`config.mk`:
```
export PLATFORM = sky130hd
export DESIGN_NAME = system_controller_register_file_top
export DESIGN_NICKNAME = d
export VERILOG_FILES = /design/src/scrf_pkg.sv /design/src/scrf_ram.sv /design/src/system_controller_register_file_top.sv
export SDC_FILE = /design/constraint.sdc
export NUM_CORES = 2
export LEC_CHECK = 0
export BUFFER_PORTS_ARGS = -buffer_cell sky130_fd_sc_hd__buf_2
export CAP_MARGIN = 20
export CORE_ASPECT_RATIO = 2
export CORE_UTILIZATION = 30
export CTS_CLUSTER_SIZE = 12
export DETAILED_ROUTE_END_ITERATION = 12
export SLEW_MARGIN = 10
export SYNTH_ARGS = -nofsm -noshare
export SYNTH_HDL_FRONTEND = slang
export SYNTH_SLANG_ARGS = --single-unit
```
`constraint.sdc`:
```
create_clock -name aclk -period 3.9 [get_ports aclk]
set_clock_uncertainty 0.05 [all_clocks]
set_input_delay 0.78 -clock aclk [delete_from_list [all_inputs] [get_ports aclk]]
set_output_delay 0.78 -clock aclk [all_outputs]
set_load 0.005 [all_outputs]
```
`src/scrf_pkg.sv`:
```
`timescale 1ns / 1ps
`default_nettype none

package scrf_pkg;

    localparam int RegCountDefault = 256;

    // access kinds carried on the input tuser bit
    localparam logic ActRead  = 1'b0;
    localparam logic ActWrite = 1'b1;

    // controller variants
    localparam logic [1:0] VarRetailP01 = 2'd0;
    localparam logic [1:0] VarRetailP05 = 2'd1;
    localparam logic [1:0] VarDebugDxb  = 2'd2;
    localparam logic [1:0] VarReset     = VarRetailP05;

    // special register addresses
    localparam logic [7:0] AddrVersion    = 8'h01;
    localparam logic [7:0] AddrLedMode    = 8'h07;
    localparam logic [7:0] AddrLedPattern = 8'h08;
    localparam logic [7:0] AddrScratch    = 8'h0E;
    localparam logic [7:0] AddrScratchMir = 8'h0F;
    localparam logic [7:0] AddrChalFirst  = 8'h1C;
    localparam logic [7:0] AddrChalLast   = 8'h1F;
    localparam logic [7:0] AddrInit04     = 8'h04;

    localparam logic [7:0] LedFixedPattern = 8'h0F;
    localparam logic [7:0] LedModeFixed    = 8'h00;
    localparam logic [7:0] LedModeStored   = 8'h01;
    localparam logic [7:0] VersionRestart  = 8'h00;
    localparam logic [1:0] VersionPosLast  = 2'd2;

    typedef enum logic [1:0] {
        ST_IDLE   = 2'b01,
        ST_LOOKUP = 2'b10
    } scrf_state_t;

    // what the lookup cycle does with the ram word
    typedef struct packed {
        logic       to_led;     // byte goes to the led pattern, not read data
        logic       from_mem;   // byte comes from the ram
        logic       mem_valid;  // ram entry was written since reset
        logic [7:0] value;      // constant byte, or reset value of the entry
    } scrf_stage_t;

    function automatic logic [1:0] variant_row(input logic [1:0] v);
        return (v >= VarDebugDxb) ? VarDebugDxb : v;
    endfunction

    function automatic logic [1:0] version_advance(input logic [1:0] p);
        logic [1:0] n;
        case (p)
            2'd0:    n = 2'd1;
            2'd1:    n = 2'd2;
            default: n = 2'd0;
        endcase
        return n;
    endfunction

    function automatic logic [7:0] version_char(input logic [1:0] row, input logic [1:0] p);
        logic [7:0] c;
        case ({row, p})
            4'b0000: c = "P";
            4'b0001: c = "0";
            4'b0010: c = "1";
            4'b0100: c = "P";
            4'b0101: c = "0";
            4'b0110: c = "5";
            4'b1000: c = "D";
            4'b1001: c = "X";
            4'b1010: c = "B";
            default: c = 8'h00;
        endcase
        return c;
    endfunction

    // register contents after reset; version register is never read back
    function automatic logic [7:0] reset_byte(input logic [7:0] a);
        logic [7:0] b;
        case (a)
            AddrInit04:     b = 8'h02;
            AddrLedPattern: b = LedFixedPattern;
            default:        b = 8'h00;
        endcase
        return b;
    endfunction

endpackage

`default_nettype wire

```
`src/scrf_ram.sv`:
```
`timescale 1ns / 1ps
`default_nettype none

module scrf_ram #(
    parameter int WIDTH = 8,
    parameter int DEPTH = 256,
    parameter int AW    = $clog2(DEPTH)
) (
    input  wire logic             aclk,
    input  wire logic             wr_en,
    input  wire logic [AW-1:0]    wr_addr,
    input  wire logic [WIDTH-1:0] wr_data,
    input  wire logic             rd_en,
    input  wire logic [AW-1:0]    rd_addr,
    output logic      [WIDTH-1:0] rd_data
);

    logic [WIDTH-1:0] mem_reg [DEPTH];
    logic [WIDTH-1:0] rd_data_reg;

    always_ff @(posedge aclk) begin
        if (wr_en) begin
            mem_reg[wr_addr] <= wr_data;
        end
        if (rd_en) begin
            rd_data_reg <= mem_reg[rd_addr];
        end
    end

    assign rd_data = rd_data_reg;

endmodule

`default_nettype wire

```
`src/system_controller_register_file_top.sv`:
```
`timescale 1ns / 1ps
`default_nettype none

// channel | direction | tdata (low bit up)                 | tuser
// s_      | in        | reg_addr[7:0], write_value[15:8]   | action (0 read, 1 write)
// m_      | out       | read_data[7:0], led_pattern[15:8]  | led_update
// cfg_    | in        | controller_variant[1:0]            | -
//
// the accept beat (idle state) issues the ram read, and the lookup state forms the
// result in the output register once that register is free; the registered ram
// read sets this, so no new access is taken until the lookup state is left
// reset clears the valid bits, the fsm and the output valid flag; entries not yet
// written read as their initial value, so there is no clearing pass
// a result waiting on m_tready does not block the next accept; a second result
// holds in the lookup stage until the output register frees

module system_controller_register_file_top
    import scrf_pkg::*;
#(
    parameter int REGISTER_COUNT = RegCountDefault
) (
    input  wire logic        aclk,
    input  wire logic        aresetn,
    // input accesses
    input  wire logic        s_tvalid,
    output logic             s_tready,
    input  wire logic [15:0] s_tdata,   // reg_addr[7:0], write_value[15:8]
    input  wire logic        s_tuser,   // action
    // results
    output logic             m_tvalid,
    input  wire logic        m_tready,
    output logic      [15:0] m_tdata,   // read_data[7:0], led_pattern[15:8]
    output logic             m_tuser,   // led_update
    // variant select
    input  wire logic        cfg_valid,
    output logic             cfg_ready,
    input  wire logic [1:0]  cfg_data
);

    localparam int AddrW = $clog2(REGISTER_COUNT);
    localparam logic [8:0] CountLim = 9'(REGISTER_COUNT);

    scrf_state_t      st_reg, st_next;
    scrf_stage_t      stage_reg, stage_next;
    logic [1:0]       variant_reg;
    logic [1:0]       pos_reg, pos_next;
    logic [REGISTER_COUNT-1:0] valid_reg, valid_next;
    logic             m_tvalid_reg, m_tvalid_next;
    logic [15:0]      m_tdata_reg, m_tdata_next;
    logic             m_tuser_reg, m_tuser_next;

    logic             in_beat;
    logic [7:0]       addr;
    logic [7:0]       wval;
    logic [7:0]       raddr;
    logic [1:0]       row;
    logic             mem_we;
    logic             mem_re;
    logic [7:0]       mem_rdata;
    logic             advance;
    logic [7:0]       res_byte;

    assign addr      = s_tdata[7:0];
    assign wval      = s_tdata[15:8];
    assign s_tready  = (st_reg == ST_IDLE);
    assign in_beat   = s_tvalid && s_tready;
    assign cfg_ready = 1'b1;
    assign row       = variant_row(variant_reg);

    // scratch mirror and stored led pattern both read another entry
    always_comb begin
        raddr = addr;
        if (s_tuser == ActRead && addr == AddrScratchMir) begin
            raddr = AddrScratch;
        end else if (s_tuser == ActWrite) begin
            raddr = AddrLedPattern;
        end
    end

    // accept beat: decode, update position, issue ram access
    always_comb begin
        stage_next = stage_reg;
        pos_next   = pos_reg;
        valid_next = valid_reg;
        mem_we     = 1'b0;
        mem_re     = 1'b0;
        if (in_beat) begin
            stage_next.to_led    = 1'b0;
            stage_next.from_mem  = 1'b0;
            stage_next.mem_valid = valid_reg[raddr[AddrW-1:0]];
            stage_next.value     = 8'h00;
            case (s_tuser)
                ActRead: begin
                    if (addr == AddrVersion) begin
                        pos_next         = version_advance(pos_reg);
                        stage_next.value = version_char(row, pos_next);
                    end else if (addr inside {[AddrChalFirst:AddrChalLast]}
                                 && row == VarDebugDxb) begin
                        stage_next.value = 8'h00;
                    end else if ({1'b0, raddr} < CountLim) begin
                        stage_next.from_mem = 1'b1;
                        stage_next.value    = reset_byte(raddr);
                        mem_re              = 1'b1;
                    end
                end
                default: begin
                    if (addr == AddrVersion) begin
                        if (wval == VersionRestart) begin
                            pos_next = VersionPosLast;
                        end
                    end else if (addr == AddrLedMode) begin
                        if (wval == LedModeFixed) begin
                            stage_next.to_led = 1'b1;
                            stage_next.value  = LedFixedPattern;
                        end else if (wval == LedModeStored) begin
                            stage_next.to_led   = 1'b1;
                            stage_next.from_mem = 1'b1;
                            stage_next.value    = reset_byte(raddr);
                            mem_re              = 1'b1;
                        end
                    end else if ({1'b0, addr} < CountLim) begin
                        mem_we                       = 1'b1;
                        valid_next[addr[AddrW-1:0]] = 1'b1;
                    end
                end
            endcase
        end
    end

    scrf_ram #(
        .WIDTH (8),
        .DEPTH (REGISTER_COUNT)
    ) u_ram (
        .aclk    (aclk),
        .wr_en   (mem_we),
        .wr_addr (addr[AddrW-1:0]),
        .wr_data (wval),
        .rd_en   (mem_re),
        .rd_addr (raddr[AddrW-1:0]),
        .rd_data (mem_rdata)
    );

    // lookup cycle: pick the byte and steer it to read data or led pattern
    assign res_byte = (stage_reg.from_mem && stage_reg.mem_valid) ? mem_rdata : stage_reg.value;
    assign advance  = (st_reg == ST_LOOKUP) && (!m_tvalid_reg || m_tready);

    always_comb begin
        st_next       = st_reg;
        m_tvalid_next = m_tvalid_reg;
        m_tdata_next  = m_tdata_reg;
        m_tuser_next  = m_tuser_reg;
        if (m_tready) begin
            m_tvalid_next = 1'b0;
        end
        case (st_reg)
            ST_IDLE: begin
                if (in_beat) begin
                    st_next = ST_LOOKUP;
                end
            end
            ST_LOOKUP: begin
                if (advance) begin
                    st_next       = ST_IDLE;
                    m_tvalid_next = 1'b1;
                    m_tuser_next  = stage_reg.to_led;
                    m_tdata_next  = stage_reg.to_led ? {res_byte, 8'h00} : {8'h00, res_byte};
                end
            end
            default: begin
                st_next = ST_IDLE;
            end
        endcase
    end

    always_ff @(posedge aclk) begin
        if (!aresetn) begin
            st_reg       <= ST_IDLE;
            variant_reg  <= VarReset;
            pos_reg      <= VersionPosLast;
            valid_reg    <= '0;
            m_tvalid_reg <= 1'b0;
        end else begin
            st_reg       <= st_next;
            pos_reg      <= pos_next;
            valid_reg    <= valid_next;
            m_tvalid_reg <= m_tvalid_next;
            if (cfg_valid && cfg_ready) begin
                variant_reg <= cfg_data;
            end
        end
    end

    always_ff @(posedge aclk) begin
        stage_reg   <= stage_next;
        m_tdata_reg <= m_tdata_next;
        m_tuser_reg <= m_tuser_next;
    end

    assign m_tvalid = m_tvalid_reg;
    assign m_tdata  = m_tdata_reg;
    assign m_tuser  = m_tuser_reg;

    // an accepted beat always moves to the lookup cycle
    a_accept_lookup: assert property (@(posedge aclk) disable iff (!aresetn)
        in_beat |=> st_reg == ST_LOOKUP)
        else $error("accepted beat did not enter lookup");

    // a new result only comes out of a lookup cycle
    a_result_source: assert property (@(posedge aclk) disable iff (!aresetn)
        $rose(m_tvalid) |-> $past(st_reg == ST_LOOKUP))
        else $error("result without lookup");

    // a led update never carries read data
    a_led_no_read: assert property (@(posedge aclk) disable iff (!aresetn)
        (m_tvalid && m_tuser) |-> m_tdata[7:0] == 8'h00)
        else $error("led update with nonzero read data");

    // the version position never reaches the unused code
    a_pos_range: assert property (@(posedge aclk) disable iff (!aresetn)
        pos_reg != 2'd3)
        else $error("version position out of range");

endmodule

`default_nettype wire

```
==> impl_metrics.toml <==
[status]
status = "complete, but fails checks"
violations = "setup timing"

[placed_design]
routabilityCongestion = 0.953
io_buffer_count = 42
dp_cells = 9786
place_area_sq_um = 104000
dpl.hpwl_um = 222000

[global_route]
grt_antenna_before_repair = 8
overflow = 0
grtUsageTotal_pct = 20.5
grt_max_degree = 182
grt_pass1_wl_um = 437000
grt_pass1_vias = 55499

[routing]
first_pass_iters = 6
via_per_inst = 5.27
drc = 0
drt-total-wl_um = 317000
ant_nets = 0
num_vias = 53773
wire_per_inst_um = 31.1
drt_iter0_drc = 5813

[clocking]
h-tree-depth = 4
ctsResizeCount = 2
cts_tree = "done"
post_cts_buffers = 0
cts_buffers = 223
cts.clk_slew.worst_paths_ns = 0.06
cts_sinks = 2346
cts_hold_buf = 0
clock_latency_ns = 0.93
clk_path_buf_depth = 4
cts_root_buf = "clkbuf_16"

[yosys]
synthArstFlopShare_pct = 0
synth_cell_types = 85
syn_area_per_cell_sq_um = 18.0
synthFlopType = "edfxtp_1"
synth_area_sq_um = 91000
ys_seq_area_share_pct = 74.5
synth_seq_cells = 2346
synthTopCellsByArea = "edfxtp_1 (69%), mux4_2 (9.7%), dfxtp_1 (5.8%)"
synth-edff-count = 2083
yosysWarningCount = 0
synth_top_cell_by_area = "edfxtp_1"
syn_inst = 5052
netlist.area_leader.share_pct = 68.7

[floorplan]
initial_core_util_pct = 30.2
rows = 285
die_h_um = 781
ioPinCount = 44
die_x_um = 392
die-area_sq_um = 306000
core_sq_um = 301000

[hold_path]
worstHoldStart = "cfg_data[0]"
whs_path_depth = 3
hold_class = "input pin to register"
hold_end = "variant_reg[0]$_SDFFE_PN1P_"

[worst_setup_path]
critPathLaunchType = "input pin"
crit_family = "compound AO/OA/AOI/OAI gates"
crit_path_frequent_cell = "buf_4"
timing.rr.start = "st_reg[0]$_SDFFE_PN1P_"
crit_buf_inv = 6
worstSetupEndpointType = "register"
reg2reg_depth = 8
required_ns = 4.57
critPathSlowestCell = "o211ai_1"
crit_fanout = 22
r2r-end = "u_ram.mem_reg[75][0]$_DFFE_PP_"
cp_cell_sequence = "buf_2, buf_4, buf_12, nor2b_1, nand2_2, buf_12, buf_4, a21oi_1, a2111oi_0, o211ai_1, a311oi_1, buf_4, a31oi_1"
max_stage_delay_ns = 0.97
path_class = "input pin to register"
cp_data_arrival_time_ns = 4.72
r2r_slack_ns = 0.67

[timing]
setup_ws_ns = -0.154
hold_viol_final = 0
fin_crit_sh_pct = 104
slew_headroom_pct = 0.944
tightest_slew_ns = 1.49
period_minus_slack_ns = 4.05
timing.fmax_ghz = 0.247
setup_violations = 2
slew_violations = 0
rsz0062_at_grt = "no"

[cells_and_area]
fin_nets = 6019
drive_gt1_share_pct = 27.7
num-fill-cells = 27880
final_area_sq_um = 110000
largest_reg_flops = 2048
area_delta_synth_final_pct = 21.0
instances_no_fill = 10203

[power_and_ir_drop]
cellPowerDensity_nw_per_um2 = 463
peakVddDrop_uv = 398
p_leak_nw = 36.8

[job]
maxCapViolCount = 0
Yosys cell counts (7+ instances only):
cell type and instances:
a2111oi_0 18, a211oi_1 16, a21oi_1 201, a221o_1 7
a221oi_1 16, a22o_1 31, a22oi_1 74, a31oi_1 14
and2_1 9, buf_1 19, buf_12 16, buf_2 37
buf_4 19, buf_6 36, buf_8 9, clkbuf_1 188
dfxtp_1 263, edfxtp_1 2083, inv_1 8, mux2i_1 258
mux4_2 392, nand2_1 365, nand2b_1 9, nand3_1 36
nand4_1 7, nor2_1 307, nor2b_1 23, nor3_1 12
nor4_1 35, o211ai_1 21, o21a_1 257, o21ai_0 41
o221ai_1 35, o22a_1 7, o22ai_1 66, o31ai_1 10
logic make-up after synthesis:
| logic type | after synthesis | synth area share (%) |
|---|---|---|
| AOI/OAI and AO/OA | 885 | 6.83 |
| buffers and inverters | 334 | 2.20 |
| DFF | 2346 | 74.5 |
| muxes | 657 | 12.6 |
| other | 2 | 0.00825 |
| and+or+nand+nor | 828 | 3.84 |
routing by layer:
layer	up-vias	track usage (%)	wire (um)
met2	2601	36.8	165000
met4	2	19.3	35200
met1	28040	19.9	99000
met3	1013	2.96	18200
li1	22117	-	-
met5	-	0	11
cell usage in the layout, fill, tap and decap left out, types with 9 or more instances in the layout:
master / instances
a2111oi_0: 18
a211oi_1: 15
a21oi_1: 200
a221oi_1: 16
a22o_1: 31
a22oi_1: 74
a31oi_1: 14
and2_1: 9
buf_12: 143
buf_2: 33
buf_4: 840
clkbuf_1: 170
clkbuf_16: 225
conb_1: 17
dfxtp_1: 263
diode_2: 10
edfxtp_1: 2083
mux2i_1: 257
mux4_2: 392
nand2_1: 355
nand3_1: 34
nor2_1: 301
nor2b_1: 17
nor3_1: 11
nor4_1: 34
o211ai_1: 21
o21a_1: 257
o21ai_0: 41
o221ai_1: 35
o22ai_1: 66
o31ai_1: 9
where the power goes:
group | internal [mW] | switching, mW | total (mW)
clock network | 10.8 | 9.28 | 20.1
registers | 27.4 | 0.0258 | 27.4
logic | 1.23 | 2.27 | 3.50
total | 39.4 | 11.6 | 51.0
cell type report:
class	instances	area [sq um]	share of cell area, %
Sequential cell	2346	67800	61.5
Multi-Input combinational cell	2387	21400	19.5
Timing Repair Buffer	1027	9480	8.61
Clock buffer	395	6270	5.69
Tap cell	4018	5030	4.56
Clock inverter	10	86.3	0.0784
Inverter	10	38.8	0.0352
Antenna cell	10	25.0	0.0227
worst max path at each step:
stage | startpoint | end | slack [ns] | depth (start not counted)
3_5_place_dp | s_tdata[5] | u_ram.rd_data[6]$_DFFE_PP_ | -1.02 | 13
2_1_floorplan | s_tdata[5] | u_ram.rd_data[0]$_DFFE_PP_ | 0.39 | 12
5_1_grt | s_tdata[5] | u_ram.rd_data[2]$_DFFE_PP_ | 0.02 | 13
6_report | s_tuser | u_ram.rd_data[5]$_DFFE_PP_ | -0.15 | 13
4_1_cts | s_tdata[5] | u_ram.rd_data[7]$_DFFE_PP_ | 0.02 | 14
3_3_place_gp | s_tdata[5] | u_ram.rd_data[6]$_DFFE_PP_ | -1.08 | 13
stage by stage:
step | worst slack (ns) | total power [mW] | hold WS [ns] | TNS (ns) | utilization, %
6_report | -0.154 | 51.0 | 0.0685 | -0.223 | 36.6
5_1_grt | 0.0173 | 52.0 | 0.0854 | 0 | 36.6
4_1_cts | 0.0203 | 51.1 | 0.0458 | 0 | 36.5
3_5_place_dp | -1.02 | 31.4 | 0.397 | -29.93 | 34.4
3_3_place_gp | -1.08 | 31.3 | 0.391 | -39.68 | 34.4
2_1_floorplan | 0.391 | 29.3 | 0.374 | 0 | -
worst reg2reg max path, delay by kind of cell (launching register included):
family,cells,cell delay (ns)
buffers and inverters,2,0.41
flip-flops,1,0.32
AND/OR/NAND/NOR,6,2.05
No activity file was read; power rests on OpenSTA's default activity.
